==> src/fpa_pkg.sv <==
// Shared types, constants and codes for the tabulated pair force accumulator.
// No dependencies; every other file except fpa_ram refers to it by scoped names.
package fpa_pkg;

  localparam int PARTICLE_COUNT_DEF = 1024;
  localparam int TABLE_DEPTH_DEF    = 1024;

  localparam int IDX_W     = 10;
  localparam int COORD_W   = 32;
  localparam int ACC_W     = 48;
  localparam int CFG_W     = 32;
  localparam int CFG_IDX_W = 2;
  localparam int ROWS_W    = 11;
  localparam int DELTA_W   = 33;
  localparam int CNT_W     = 6;

  localparam int SQRT_STEPS = 34;
  localparam int DIV_STEPS  = 51;

  localparam int Q_DEPTH = 2;
  localparam int Q_AW    = $clog2(Q_DEPTH);
  localparam int Q_CW    = $clog2(Q_DEPTH + 1);

  localparam logic [1:0] REQ_PAIR   = 2'd0;
  localparam logic [1:0] REQ_READ   = 2'd1;
  localparam logic [1:0] REQ_LOAD   = 2'd2;
  localparam logic [1:0] REQ_UNUSED = 2'd3;

  localparam logic [CFG_IDX_W-1:0] CFG_INV_SPACING  = 2'd0;
  localparam logic [CFG_IDX_W-1:0] CFG_ROWS_IN_USE  = 2'd1;
  localparam logic [CFG_IDX_W-1:0] CFG_FORCE_ENABLE = 2'd2;
  localparam logic [CFG_IDX_W-1:0] CFG_THREE_DIMS   = 2'd3;

  localparam logic [CFG_W-1:0]  INV_SPACING_RST = 32'd65536;
  localparam logic [ROWS_W-1:0] ROWS_RST        = 11'd1024;

  typedef struct packed {
    logic [1:0]               req_type;
    logic [IDX_W-1:0]         first_index;
    logic [IDX_W-1:0]         second_index;
    logic signed [COORD_W-1:0] pos_i_x;
    logic signed [COORD_W-1:0] pos_i_y;
    logic signed [COORD_W-1:0] pos_i_z;
    logic signed [COORD_W-1:0] pos_j_x;
    logic signed [COORD_W-1:0] pos_j_y;
    logic signed [COORD_W-1:0] pos_j_z;
    logic signed [COORD_W-1:0] coef_const;
    logic signed [COORD_W-1:0] coef_linear;
    logic signed [COORD_W-1:0] coef_square;
  } fpa_in_t;

  typedef struct packed {
    logic [IDX_W-1:0]        particle_id;
    logic signed [ACC_W-1:0] total_x;
    logic signed [ACC_W-1:0] total_y;
    logic signed [ACC_W-1:0] total_z;
  } fpa_out_t;

  typedef struct packed {
    logic [CFG_W-1:0]  inv_spacing;
    logic [ROWS_W-1:0] rows_in_use;
    logic              force_enable;
    logic              three_dims;
  } fpa_cfg_t;

  typedef enum logic [1:0] {KIND_PAIR, KIND_READ, KIND_LOAD} fpa_kind_t;

  typedef struct packed {
    fpa_kind_t                 kind;
    logic [IDX_W-1:0]          first_index;
    logic [IDX_W-1:0]          second_index;
    logic                      idx_ok;
    logic signed [DELTA_W-1:0] dx;
    logic signed [DELTA_W-1:0] dy;
    logic signed [DELTA_W-1:0] dz;
    logic signed [COORD_W-1:0] c0;
    logic signed [COORD_W-1:0] c1;
    logic signed [COORD_W-1:0] c2;
  } fpa_cmd_t;

  typedef enum logic [4:0] {
    ST_CLEAR, ST_IDLE, ST_EXEC, ST_RD_DATA, ST_SQ, ST_SQRT, ST_POS, ST_TBL,
    ST_POLY1, ST_POLY2, ST_POLY3, ST_POLY4, ST_DIV, ST_COMP,
    ST_RD_I, ST_WR_I, ST_RD_J, ST_WR_J
  } fpa_state_t;

endpackage

==> src/fpa_front.sv <==
// Front end: accepts input words, drops ones with no effect, forms commands.
// Depends on fpa_pkg.
module fpa_front #(
  parameter int PARTICLE_COUNT = fpa_pkg::PARTICLE_COUNT_DEF,
  parameter int TABLE_DEPTH    = fpa_pkg::TABLE_DEPTH_DEF
) (
  input  logic              in_valid,
  output logic              in_ready,
  input  fpa_pkg::fpa_in_t  in_data,
  input  fpa_pkg::fpa_cfg_t cfg,
  input  logic              clearing,
  output logic              push_valid,
  input  logic              push_ready,
  output fpa_pkg::fpa_cmd_t push_data
);

  logic i_ok, j_ok, row_ok, keep;
  fpa_pkg::fpa_kind_t kind;

  assign i_ok   = 32'(in_data.first_index) < 32'(PARTICLE_COUNT);
  assign j_ok   = 32'(in_data.second_index) < 32'(PARTICLE_COUNT);
  assign row_ok = 32'(in_data.first_index) < 32'(TABLE_DEPTH);

  always_comb begin
    keep = 1'b0;
    kind = fpa_pkg::KIND_PAIR;
    case (in_data.req_type)
      fpa_pkg::REQ_PAIR: begin
        keep = i_ok && j_ok && cfg.force_enable;
        kind = fpa_pkg::KIND_PAIR;
      end
      fpa_pkg::REQ_READ: begin
        keep = 1'b1;
        kind = fpa_pkg::KIND_READ;
      end
      fpa_pkg::REQ_LOAD: begin
        keep = row_ok;
        kind = fpa_pkg::KIND_LOAD;
      end
      default: keep = 1'b0;
    endcase
  end

  assign in_ready   = push_ready && !clearing;
  assign push_valid = in_valid && in_ready && keep;

  always_comb begin
    push_data.kind         = kind;
    push_data.first_index  = in_data.first_index;
    push_data.second_index = in_data.second_index;
    push_data.idx_ok       = i_ok;
    push_data.dx = {in_data.pos_j_x[31], in_data.pos_j_x} -
                   {in_data.pos_i_x[31], in_data.pos_i_x};
    push_data.dy = {in_data.pos_j_y[31], in_data.pos_j_y} -
                   {in_data.pos_i_y[31], in_data.pos_i_y};
    // 2-D mode: z delta forced to zero, so z components come out zero
    push_data.dz = cfg.three_dims ?
                   {in_data.pos_j_z[31], in_data.pos_j_z} -
                   {in_data.pos_i_z[31], in_data.pos_i_z} : '0;
    push_data.c0 = in_data.coef_const;
    push_data.c1 = in_data.coef_linear;
    push_data.c2 = in_data.coef_square;
  end

endmodule

==> config.mk <==
export PLATFORM = sky130hd
export DESIGN_NAME = fpa_front
export DESIGN_NICKNAME = d
export VERILOG_FILES = /design/src/fpa_pkg.sv /design/src/fpa_front.sv
export SDC_FILE = /design/constraint.sdc
export NUM_CORES = 1
export LEC_CHECK = 0
export BUFFER_PORTS_ARGS = -buffer_cell sky130_fd_sc_hd__buf_2
export CAP_MARGIN = 5
export CELL_PAD_IN_SITES_DETAIL_PLACEMENT = 1
export CELL_PAD_IN_SITES_GLOBAL_PLACEMENT = 2
export CORE_AREA = 2 2 225 227
export DETAILED_ROUTE_END_ITERATION = 7
export DIE_AREA = 0 0 227 229
export PLACE_DENSITY = 0.78
export SETUP_SLACK_MARGIN = 0.5
export SLEW_MARGIN = 20
export SYNTH_ARGS = -nofsm -noshare
export SYNTH_HDL_FRONTEND = slang
export SYNTH_SLANG_ARGS = --single-unit
==> constraint.sdc <==
create_clock -name vclk -period 2.7
set_input_delay 0.405 -clock vclk [all_inputs]
set_output_delay 0.405 -clock vclk [all_outputs]
set_load 0.005 [all_outputs]
Word-level counts from Yosys, hierarchy flattened:

Cells that the tools add are included.

* input bits: 358
* word-level logic and storage cells: 14
* output and inout port bits: 220
* bits in registers: 0

* multiplexer cells: 3
* add/sub/neg operators: 3
* reductions and logical operators: 6
* equal/unequal tests: 2

Operators by type and width (count)
* 32-bit by 32-bit subtractor with 33-bit output: 3
* 33-bit two-way mux: 1
* 2-bit one-hot mux with 2 select lines: 1
* 1-bit logical AND: 3
* 2-bit by 1-bit == test with 1-bit output (second input constant): 1
* 2-bit == test (second input constant): 1
* 2-bit zero test: 1
* 1-bit one-hot mux with 2 select lines: 1
* 2-bit OR reduction: 1
* 1-bit zero test: 1

Depth between registers and ports, before layout:

* depth in word-level cells: 4
* mapped depth: 10
* mapped depth without buffers: 10

Worst setup path after synthesis:

Ideal clock, no wire load.

* path kind: input-to-output
* from: input in_data[160] in the netlist's numbering
* to: output push_data[184] in the netlist's numbering
* arrival time: 2.506 ns
* setup slack: -0.211 ns
* path buffers: 0
* required time: 2.295 ns
* cell stages on the path: 10
* cell sequence: inv_1 > ha_1 > fa_1 > nand2b_1 > a21oi_1 > a2111oi_2 > o32ai_1 > a211o_1 > a211oi_1 > a221oi_1

RTL lines
* start, declared: RTL line fpa_front.sv:9 `input fpa_pkg::fpa_in_t in_data,`
* end, declared: RTL line fpa_front.sv:14 `output fpa_pkg::fpa_cmd_t push_data`

==> impl_results.md <==
- Net Count, Synth: 1,524
- DR iter-0 viols: 217
- Hold Crit Start: in_data[14]
- Worst path required time: 2.30 ns
- Gpl congestion: 0.8427
- Cell accounting for the most synthesized area: ha_1
- Die Width: 227 um
- # fillers: 6,114
- Final WL: 33.88 mm
- Worst slew margin: 0.6588
- Share of cells above drive strength 1: 0.5609
- Synth cell types: 71
- Gr ovfl total: 0
- Synth top area share: 0.1792
- Fin util: 0.2567
- Outcome: finished with violations
- Mux share of post-synthesis cell area: 0.01756
- Post-synthesis cell area: 6982 um2
- Leakage: 0.006083 uW
- Sequential cell area: 0 um2
- Minimum clock period: 3.033 ns
- Final setup fails: 47
- Synthesized instance count: 1,063
- Synthesis Warnings: 0
- Post-route design area: 12,750 um2
- Crit. End Element: primary output
- Max Fclk: 329.7 MHz
- Post-Synth XOR/XNOR Area: 0.09032
- Final Slew Violations: 0
- Crit path depth: 11
- Initial antenna violation count: 2
- Max incr delay on CP: 0.35 ns
- Vias: 9,077
- Area of placed instances: 10,630 um2
- Pwr/cell area: 261.3 nW/um2
- Largest net degree at the start of global routing: 18
- Sequential cell count: 0
- Largest family of logic cells by synthesized area: compound AO/OA/AOI/OAI gates
- Crit share post-route: 1.124
- Die Y: 229 um
- Failing checks: negative setup slack
- Endpoints failing hold: 0
- Largest cells by area after synthesis: ha_1 18%, buf_4 13%, a21oi_1 7.9%
- Cell row count: 82
- Hpwl dp: 27.48 mm
- Power Total: 3331 uW
- CP Class: primary input to primary output
- Antenna viol nets, final: 0
- First-pass GRT wire length: 50.52 mm
- Setup TNS: -6.754 ns
- IO Port Bufs: 302
- Crit path cell chain: buf_6 > inv_4 > ha_4 > o211ai_1 > a21oi_2 > o2111ai_4 > a31o_1 > a311o_1 > a211o_1 > a311oi_2 > buf_2
- Vias per cell: 4.200
- Total GRT Usage: 0.1182
- CP delay by family, top: compound AO/OA/AOI/OAI gates
- Leading cell type by number of instances after synthesis: inv_1
- Worst min-delay path category: primary input to primary output
- Synthesized-area fraction occupied by adder cells: 0.1878
- Ports: 578
- Slew of the pin with the lowest slew margin: 0.5065 ns
- Initial Util: 0.1406
- Die area: 51,980 um2
- Slowest-stage cell, CP: a311oi_2
- Post-synthesis simple-gate area fraction: 0.1910
- Hold buffer count at cts: 0
- CP Buf/Inv Count: 3
- Max cap viols: 0
- Setup crit start kind: primary input
- Cells after DPL: 2,098
- Core area: 49,660 um2
- Commonest cells post-synth: 135 x inv_1, 119 x buf_4, 110 x a21oi_1, 100 x ha_1, 78 x nor2_1
- 1st-pass router iterations: 4
- Vias in the first global route: 9,952
- Setup slack after layout: -0.3335 ns
- Synth Area in Compound Gates: 0.2898
- Clock buffer count: 0
- DRC violations left: 0
- Post-synthesis average cell area: 6.568 um2
- WHS Endpoint: push_data[14]
- Worst VDD drop: 0.1188 mV
- WP data arrival: 2.63 ns
- RSZ-0062 raised after global routing: true
- Area growth, synth to finish: 82.60%
- Non-Filler Instances: 2,161
- Area used by multi-input combinational logic: 7320 um2
- Sequential-to-total area share from yosys stat: 0
- Routed WL per cell: 15.68 um
- WHS Path Cells: 0
- Critical path fanouts, max: 4
- Nets: 1,950
-- cells in the final DEF (no fill, tap or decap), types with 15 or more instances in the layout --
cell | Yosys | final
a21oi_1 | 110 | 68
nand2_1 | 75 | 65
nor2_1 | 78 | 69
nand3_1 | 18 | 16
a21oi_2 | 2 | 27
a21oi_4 | 0 | 17
nand2b_1 | 21 | 15
xor2_1 | 23 | 19
ha_4 | 0 | 44
a21o_1 | 29 | 28
o21ai_1 | 2 | 15
o21ai_0 | 51 | 21
xnor2_1 | 49 | 30
buf_4 | 119 | 216
xnor2_2 | 0 | 16
o211ai_1 | 16 | 16
buf_6 | 1 | 70
inv_1 | 135 | 107
buf_2 | 4 | 272
nand4_1 | 16 | 16
ha_1 | 100 | 55
-- metal layers --
| metal | routed length, um | GRT usage | share of wire | vias to the layer above |
|---|---|---|---|---|
| met1 | 12890 | 0.1285 | 0.38 | 4265 |
| li1 | - | - | - | 4425 |
| met4 | 1265 | 0.04289 | 0.037 | 0 |
| met5 | 0 | 0 | 0 | - |
| met3 | 1673 | 0.01180 | 0.049 | 80 |
| met2 | 18050 | 0.2319 | 0.53 | 307 |
-- timing repair --
action                     in CTS  in global routing
resized for setup             234                106
setup buffers                  28                 33
pin swaps                     104                 78
setup endpoints to repair      83                 84
-- metrics by stage --
stage	hold WS, ns	worst slack [ns]
floorplan	0.8451	0.05787
global placement	0.8100	-0.4258
detailed placement	0.8100	-0.4795
CTS	0.8100	-0.3103
global route	0.8100	-0.4093
finish	0.8100	-0.3335
-- report_power, final --
group | internal (uW) | switching, uW
clock | 0.0000991 | 0
combinational | 1710 | 1620
sequential | 0 | 0
-- area by class of cell --
class / count / share of cell area
Antenna cell: 2 / 0.0003926
Inverter: 135 / 0.04760
Multi-Input combinational cell: 781 / 0.5741
Tap cell: 672 / 0.06595
Timing Repair Buffer: 571 / 0.3119
-- worst max-delay path by stage --
stage | endpoint | from | slack (ns)
final | push_data[158] | in_data[228] | -0.33
after global routing | push_data[191] | in_data[261] | -0.41
after CTS | push_data[188] | in_data[163] | -0.31
after detailed placement | push_data[191] | in_data[261] | -0.48
after global placement | push_data[157] | in_data[128] | -0.43
after floorplan | push_data[157] | in_data[128] | 0.06
-- logic make-up (layout without fill, tap and decap cells) --
logic type	after synthesis	count (layout)
XOR/XNOR	72	72
AO/OA/AOI/OAI	317	317
multiplexers	12	12
AND/OR/NAND/NOR	276	276
other	1	3
buffers and inverters	282	706
adder cells (fa/ha/maj)	103	103
Power figures use the tool's default switching activity.
