$ cat config.mk
export PLATFORM = sky130hd
export DESIGN_NAME = fpa_queue
export DESIGN_NICKNAME = d
export VERILOG_FILES = /design/src/fpa_pkg.sv /design/src/fpa_queue.sv
export SDC_FILE = /design/constraint.sdc
export NUM_CORES = 1
export LEC_CHECK = 0
export BUFFER_PORTS_ARGS = -buffer_cell sky130_fd_sc_hd__buf_4
export CORE_ASPECT_RATIO = 0.75
export CORE_MARGIN = 2
export CORE_UTILIZATION = 55
export CTS_BUF_LIST = sky130_fd_sc_hd__clkbuf_16
export CTS_CLUSTER_SIZE = 10
export DETAILED_ROUTE_END_ITERATION = 12
export PLACE_DENSITY = 0.94
export SETUP_SLACK_MARGIN = 0.5
export SKIP_CTS_REPAIR_TIMING = 1
export SYNTH_ARGS = -nofsm -noshare
export SYNTH_HDL_FRONTEND = slang
export SYNTH_SLANG_ARGS = --single-unit
$ cat constraint.sdc
create_clock -name clk -period 11.5 [get_ports clk]
set_input_delay 0.575 -clock clk [delete_from_list [all_inputs] [get_ports clk]]
set_output_delay 0.575 -clock clk [all_outputs]
set_load 0.01 [all_outputs]
$ cat src/fpa_pkg.sv
// Shared types, constants and codes for the tabulated pair force accumulator.
// No dependencies; every other file except fpa_ram refers to it by scoped names.
package fpa_pkg;

  localparam int PARTICLE_COUNT_DEF = 1024;
  localparam int TABLE_DEPTH_DEF    = 1024;

  localparam int IDX_W     = 10;
  localparam int COORD_W   = 32;
  localparam int ACC_W     = 48;
  localparam int CFG_W     = 32;
  localparam int CFG_IDX_W = 2;
  localparam int ROWS_W    = 11;
  localparam int DELTA_W   = 33;
  localparam int CNT_W     = 6;

  localparam int SQRT_STEPS = 34;
  localparam int DIV_STEPS  = 51;

  localparam int Q_DEPTH = 2;
  localparam int Q_AW    = $clog2(Q_DEPTH);
  localparam int Q_CW    = $clog2(Q_DEPTH + 1);

  localparam logic [1:0] REQ_PAIR   = 2'd0;
  localparam logic [1:0] REQ_READ   = 2'd1;
  localparam logic [1:0] REQ_LOAD   = 2'd2;
  localparam logic [1:0] REQ_UNUSED = 2'd3;

  localparam logic [CFG_IDX_W-1:0] CFG_INV_SPACING  = 2'd0;
  localparam logic [CFG_IDX_W-1:0] CFG_ROWS_IN_USE  = 2'd1;
  localparam logic [CFG_IDX_W-1:0] CFG_FORCE_ENABLE = 2'd2;
  localparam logic [CFG_IDX_W-1:0] CFG_THREE_DIMS   = 2'd3;

  localparam logic [CFG_W-1:0]  INV_SPACING_RST = 32'd65536;
  localparam logic [ROWS_W-1:0] ROWS_RST        = 11'd1024;

  typedef struct packed {
    logic [1:0]               req_type;
    logic [IDX_W-1:0]         first_index;
    logic [IDX_W-1:0]         second_index;
    logic signed [COORD_W-1:0] pos_i_x;
    logic signed [COORD_W-1:0] pos_i_y;
    logic signed [COORD_W-1:0] pos_i_z;
    logic signed [COORD_W-1:0] pos_j_x;
    logic signed [COORD_W-1:0] pos_j_y;
    logic signed [COORD_W-1:0] pos_j_z;
    logic signed [COORD_W-1:0] coef_const;
    logic signed [COORD_W-1:0] coef_linear;
    logic signed [COORD_W-1:0] coef_square;
  } fpa_in_t;

  typedef struct packed {
    logic [IDX_W-1:0]        particle_id;
    logic signed [ACC_W-1:0] total_x;
    logic signed [ACC_W-1:0] total_y;
    logic signed [ACC_W-1:0] total_z;
  } fpa_out_t;

  typedef struct packed {
    logic [CFG_W-1:0]  inv_spacing;
    logic [ROWS_W-1:0] rows_in_use;
    logic              force_enable;
    logic              three_dims;
  } fpa_cfg_t;

  typedef enum logic [1:0] {KIND_PAIR, KIND_READ, KIND_LOAD} fpa_kind_t;

  typedef struct packed {
    fpa_kind_t                 kind;
    logic [IDX_W-1:0]          first_index;
    logic [IDX_W-1:0]          second_index;
    logic                      idx_ok;
    logic signed [DELTA_W-1:0] dx;
    logic signed [DELTA_W-1:0] dy;
    logic signed [DELTA_W-1:0] dz;
    logic signed [COORD_W-1:0] c0;
    logic signed [COORD_W-1:0] c1;
    logic signed [COORD_W-1:0] c2;
  } fpa_cmd_t;

  typedef enum logic [4:0] {
    ST_CLEAR, ST_IDLE, ST_EXEC, ST_RD_DATA, ST_SQ, ST_SQRT, ST_POS, ST_TBL,
    ST_POLY1, ST_POLY2, ST_POLY3, ST_POLY4, ST_DIV, ST_COMP,
    ST_RD_I, ST_WR_I, ST_RD_J, ST_WR_J
  } fpa_state_t;

endpackage

$ cat src/fpa_queue.sv
// Short command queue between front end and execution engine.
// Depends on fpa_pkg.
module fpa_queue (
  input  logic              clk,
  input  logic              rst_n,
  input  logic              push_valid,
  output logic              push_ready,
  input  fpa_pkg::fpa_cmd_t push_data,
  output logic              pop_valid,
  input  logic              pop,
  output fpa_pkg::fpa_cmd_t pop_data
);

  fpa_pkg::fpa_cmd_t               mem_r [fpa_pkg::Q_DEPTH];
  logic [fpa_pkg::Q_AW-1:0]        wr_ptr_r, wr_ptr_nxt, rd_ptr_r, rd_ptr_nxt;
  logic [fpa_pkg::Q_CW-1:0]        count_r, count_nxt;
  logic                            do_push, do_pop;

  assign push_ready = count_r != fpa_pkg::Q_CW'(fpa_pkg::Q_DEPTH);
  assign pop_valid  = count_r != '0;
  assign pop_data   = mem_r[rd_ptr_r];
  assign do_push    = push_valid && push_ready;
  assign do_pop     = pop && pop_valid;

  always_comb begin
    wr_ptr_nxt = wr_ptr_r;
    rd_ptr_nxt = rd_ptr_r;
    count_nxt  = count_r;
    if (do_push) begin
      wr_ptr_nxt = (wr_ptr_r == fpa_pkg::Q_AW'(fpa_pkg::Q_DEPTH - 1)) ? '0 :
                   wr_ptr_r + 1'b1;
    end
    if (do_pop) begin
      rd_ptr_nxt = (rd_ptr_r == fpa_pkg::Q_AW'(fpa_pkg::Q_DEPTH - 1)) ? '0 :
                   rd_ptr_r + 1'b1;
    end
    if (do_push && !do_pop) begin
      count_nxt = count_r + 1'b1;
    end else if (do_pop && !do_push) begin
      count_nxt = count_r - 1'b1;
    end
  end

  always_ff @(posedge clk) begin
    if (!rst_n) begin
      wr_ptr_r <= '0;
      rd_ptr_r <= '0;
      count_r  <= '0;
    end else begin
      wr_ptr_r <= wr_ptr_nxt;
      rd_ptr_r <= rd_ptr_nxt;
      count_r  <= count_nxt;
    end
  end

  always_ff @(posedge clk) begin
    if (do_push) begin
      mem_r[wr_ptr_r] <= push_data;
    end
  end

endmodule

Yosys cells after proc, flatten, opt, wreduce, memory -nomap -nowiden
Memory sizes are Yosys's and may differ from the RTL's. A register that Yosys moved wholly into a read port is not among the register bits.
Index checks and enable logic that the tools add are counted.
- register bits: 4
- bits in latches: 0
- RAM bits: 436
- bits in read-only memories: 0
- input port bits: 222
- output and inout bits: 220
- memories kept: 1
- memories (memory ; words ; bits a word ; rd ports ; clocked after memory_dff ; write ports ; RTL line ; source):
    mem_r ; 2 ; 218 ; 1 ; 1 ; 1 ; fpa_queue.sv:14 ; fpa_pkg::fpa_cmd_t mem_r [fpa_pkg::Q_DEPTH];
- add/subtract/negate cells: 4
- multipliers: 0
- div/mod/pow operators: 0
- magnitude comparators: 0
- equality and inequality tests: 1
- shifts and indexed selects: 0
- multiplexer cells: 8
- bitwise operators: 0
- reductions and logical operators: 8
- operators with widths (cell ; number):
    $mux 1 ; 6
    $logic_and 1x1->1 ; 4
    $mux 2 ; 2
    $reduce_bool 2->1 ; 2
    $add 1x1->1 const B ; 2
    $add 2x1->2 const B ; 1
    $logic_not 1->1 ; 2
    $ne 2x2->1 const B ; 1
    $sub 2x1->2 const B ; 1

Depth between registers and ports, before layout
- word-level depth: 6
- gate-level depth with buffers: 6

Worst setup path after synthesis
OpenSTA, ideal clock, no wires.
- path kind: reg2reg
- from: register count_r[0] (netlist bit)
- to: memory mem_r[1][0] (netlist bit) (enable)
- arrival time: 5.673 ns
- data required time: 10.893 ns
- path slack: 5.220 ns
- stages on the path, launching flop included: 3
- buffers on the path: 0
- cell sequence: dfxtp_1 > nand2b_1 > and3_1
- word-level cells in the longest chain between the ends: 4
- ends and longest elaborated chain (element ; RTL line ; source):
    from (decl) ; fpa_queue.sv:16 ; logic [fpa_pkg::Q_CW-1:0] count_r, count_nxt;
    from (signal assigned) ; fpa_queue.sv:52 ; count_r <= count_nxt;
    $ne 2x2->1 ; fpa_queue.sv:19 ; assign push_ready = count_r != fpa_pkg::Q_CW'(fpa_pkg::Q_DEPTH);
    via push_ready ; fpa_queue.sv:7 ; output logic push_ready,
    $logic_and 1x1->1 ; fpa_queue.sv:22 ; assign do_push = push_valid && push_ready;
    $mux 1 ; fpa_queue.sv:57 ; if (do_push) begin
    $mux 1 (implied by the code) ; fpa_queue.sv:58 ; mem_r[wr_ptr_r] <= push_data;
    to (decl) ; fpa_queue.sv:14 ;
The timed path passes the listed nets, and every way through them passes these cells.

==> results.sh <==
export IMPL_grt_pass1_wl_um=57100
export IMPL_avgRoutedWirePerCell_um=25.1
export IMPL_via_per_inst=5.43
export IMPL_clock_path_buffers=3
export IMPL_die_w_um=203
export IMPL_gp_congestion=0.810
export IMPL_timing_rr_start="count_r[0]"
export IMPL_hp_class="input port to register"
export IMPL_p_per_area_nw_per_um2=223
export IMPL_drt_wl_total_um=39900
export IMPL_finalCritPeriodShare_pct=33.0
export IMPL_worstMarginPinSlew_ns=1.33
export IMPL_drive_above_1_share_pct=60.8
export IMPL_dr_pass1_iters=5
export IMPL_die_height_um=154
export IMPL_crit_path_start_kind="register"
export IMPL_start_util_pct=56.2
export IMPL_maxCapViolations=0
export IMPL_drv_slew=0
export IMPL_coreArea_um2=29200
export IMPL_drc=0
export IMPL_clk_pin_slew_ns=0.06
export IMPL_antenna_found_initial=6
export IMPL_synth_fp_nets=925
export IMPL_cp_end_kind="output port"
export IMPL_rsz0062_at_grt="false"
export IMPL_io_pins=442
export IMPL_grt_ovfl_total=0
export IMPL_fin_crit_ns=3.80
export IMPL_track_usage_pct=25.0
export IMPL_vias=8618
export IMPL_avgSynthCellArea_um2=23.4
export IMPL_irDropWorstVdd_uv=216
export IMPL_grt_max_degree=167
export IMPL_final_common_cell="buf_4"
export IMPL_cts_root_buf="clkbuf_16"
export IMPL_synth_seq_area_share_pct=80.5
export IMPL_fin_setup_tns_ns=0
export IMPL_ys_types=22
export IMPL_netlist_area_um2=16400
export IMPL_cp_max_fo=166
export IMPL_htree_levels=2
export IMPL_layout_nets=1398
export IMPL_setup_viol=0
export IMPL_reg2reg_slack_ns=8.42
export IMPL_syn2layout_area_growth_pct=30.5
export IMPL_timing_hold_violations_final=0
export IMPL_route_antenna_remaining_nets=0
export IMPL_insertion_delay_ns=0.55
export IMPL_cpPeakStageDelay_ns=0.97
export IMPL_syn_inst=702
export IMPL_fillers=1599
export IMPL_crit_arrival_ns=3.22
export IMPL_layout_common_cells="buf_4, edfxtp_1, mux2_2, mux2_4, clkbuf_16"
export IMPL_numCtsBuffers=50
export IMPL_r2r_end="mem_r[0][196]"
export IMPL_hold_end="mem_r[1][35]"
export IMPL_outcome="completed"
export IMPL_ys_warn_count=0
export IMPL_rows=54
export IMPL_worstSetupPathType="register to output port"
export IMPL_clock_sinks=441
export IMPL_cts_tree="yes"
export IMPL_finClkSkew_ns=0.0163
export IMPL_grt_pass1_vias=9219
export IMPL_ys_ff_latch=441
export IMPL_reg2regPathDepth=4
export IMPL_crit_chain="buf_12, mux2_2, buf_4"
export IMPL_dp_hpwl_um=25500
export IMPL_dieArea_um2=31200
export IMPL_io_buffer_count=441
export IMPL_worst_path_max_delay_cell="dfxtp_4"
export IMPL_drt_iter0_drc=675
export IMPL_hold_slack_ns=0.205
export IMPL_hold_start="push_data[35]"
export IMPL_cp_required_ns=10.93
export IMPL_max_freq_mhz=263
export IMPL_maxSlewHeadroom_pct=11.2
export IMPL_holdPathStages=1
export IMPL_p_leak_nw=8.17
==> report_power, final <==
group	internal, mW	total [mW]	switching [mW]	leakage (nW)
logic	0.686	1.28	0.597	3.34
registers	2.02	2.11	0.0944	4.11
clock network	0.793	1.37	0.577	0.709
total	3.49	4.76	1.27	8.17
==> sequential cells by signal, summed over array words and instances (netlist names), named ones only <==
register	flops
rd_ptr_r	1
count_r	2
mem_r	436
wr_ptr_r	1
==> worst max-delay path: cells and delay by family, from the launching register on <==
family | cells | cell delay, ns
DFF | 1 | 0.97
buffers and inverters | 2 | 0.74
muxes | 1 | 0.44
==> through the flow <==
step                util (%)  power, mW  instances  setup slack (ns)  instance area, um2
finish                  73.3       4.76       1587              7.70               21400
detailed placement      68.6       3.40       1515              8.41               20000
floorplan                  -       2.87        702              5.22               16400
global placement        68.6       3.35       1515              8.43               20000
global route            73.3       4.92       1587              7.61               21400
CTS                     73.2       4.79       1581              7.80               21400
==> cells by family after synthesis <==
kind of cell	after synthesis	share of synthesized area, %
AOI/OAI and AO/OA	5	0.214
xor gates and xnor gates	3	0.160
adders and majority gates	1	0.0763
buffers and inverters	25	1.47
DFF	441	80.5
muxes	218	17.3
and+or+nand+nor	9	0.351
==> worst max path at each step <==
stage | start | end | slack [ns] | cells past startpoint
after floorplan | count_r[0] | mem_r[1][0] | 5.22 | 2
after global placement | register | pop_data[188] | 8.43 | 3
after detailed placement | register | pop_data[186] | 8.41 | 3
after CTS | register | pop_data[182] | 7.80 | 3
after global routing | register | pop_data[190] | 7.61 | 3
final | register | pop_data[190] | 7.70 | 3
==> Yosys cell counts <==
master	number	area (um2)
a21bo_2	1	10.0
a21boi_0	2	15.0
and2_1	4	25.0
and3_1	1	6.26
buf_2	10	50.1
buf_4	2	15.0
buf_6	2	22.5
buf_8	10	150
dfxtp_1	5	100
edfxtp_1	436	13100
ha_1	1	12.5
inv_1	1	3.75
mux2_2	118	1330
mux2_4	100	1500
nand2b_1	1	6.26
nand3b_1	1	7.51
o21ai_0	1	5.00
o21ai_1	1	5.00
or2_2	1	6.26
or3_1	1	6.26
xnor2_1	2	17.5
xor2_1	1	8.76
==> routing by layer <==
metal | global-route usage, % | routed length [um]
met5 | 0 | 0
met4 | 8.83 | 880
met3 | 9.43 | 4480
met2 | 43.5 | 20900
met1 | 28.3 | 13600
==> final cells by class <==
type	count	area, um2	area share [%]
sequential	441	13200	61.7
inverter	1	11.3	0.0526
clock inverter	16	110	0.515
clock buffer	50	1250	5.85
timing repair buffer	445	3350	15.7
tap	392	490	2.29
multi-input combinational	236	2970	13.9
antenna	6	15.0	0.0702
(Power assumes the default switching activity.)
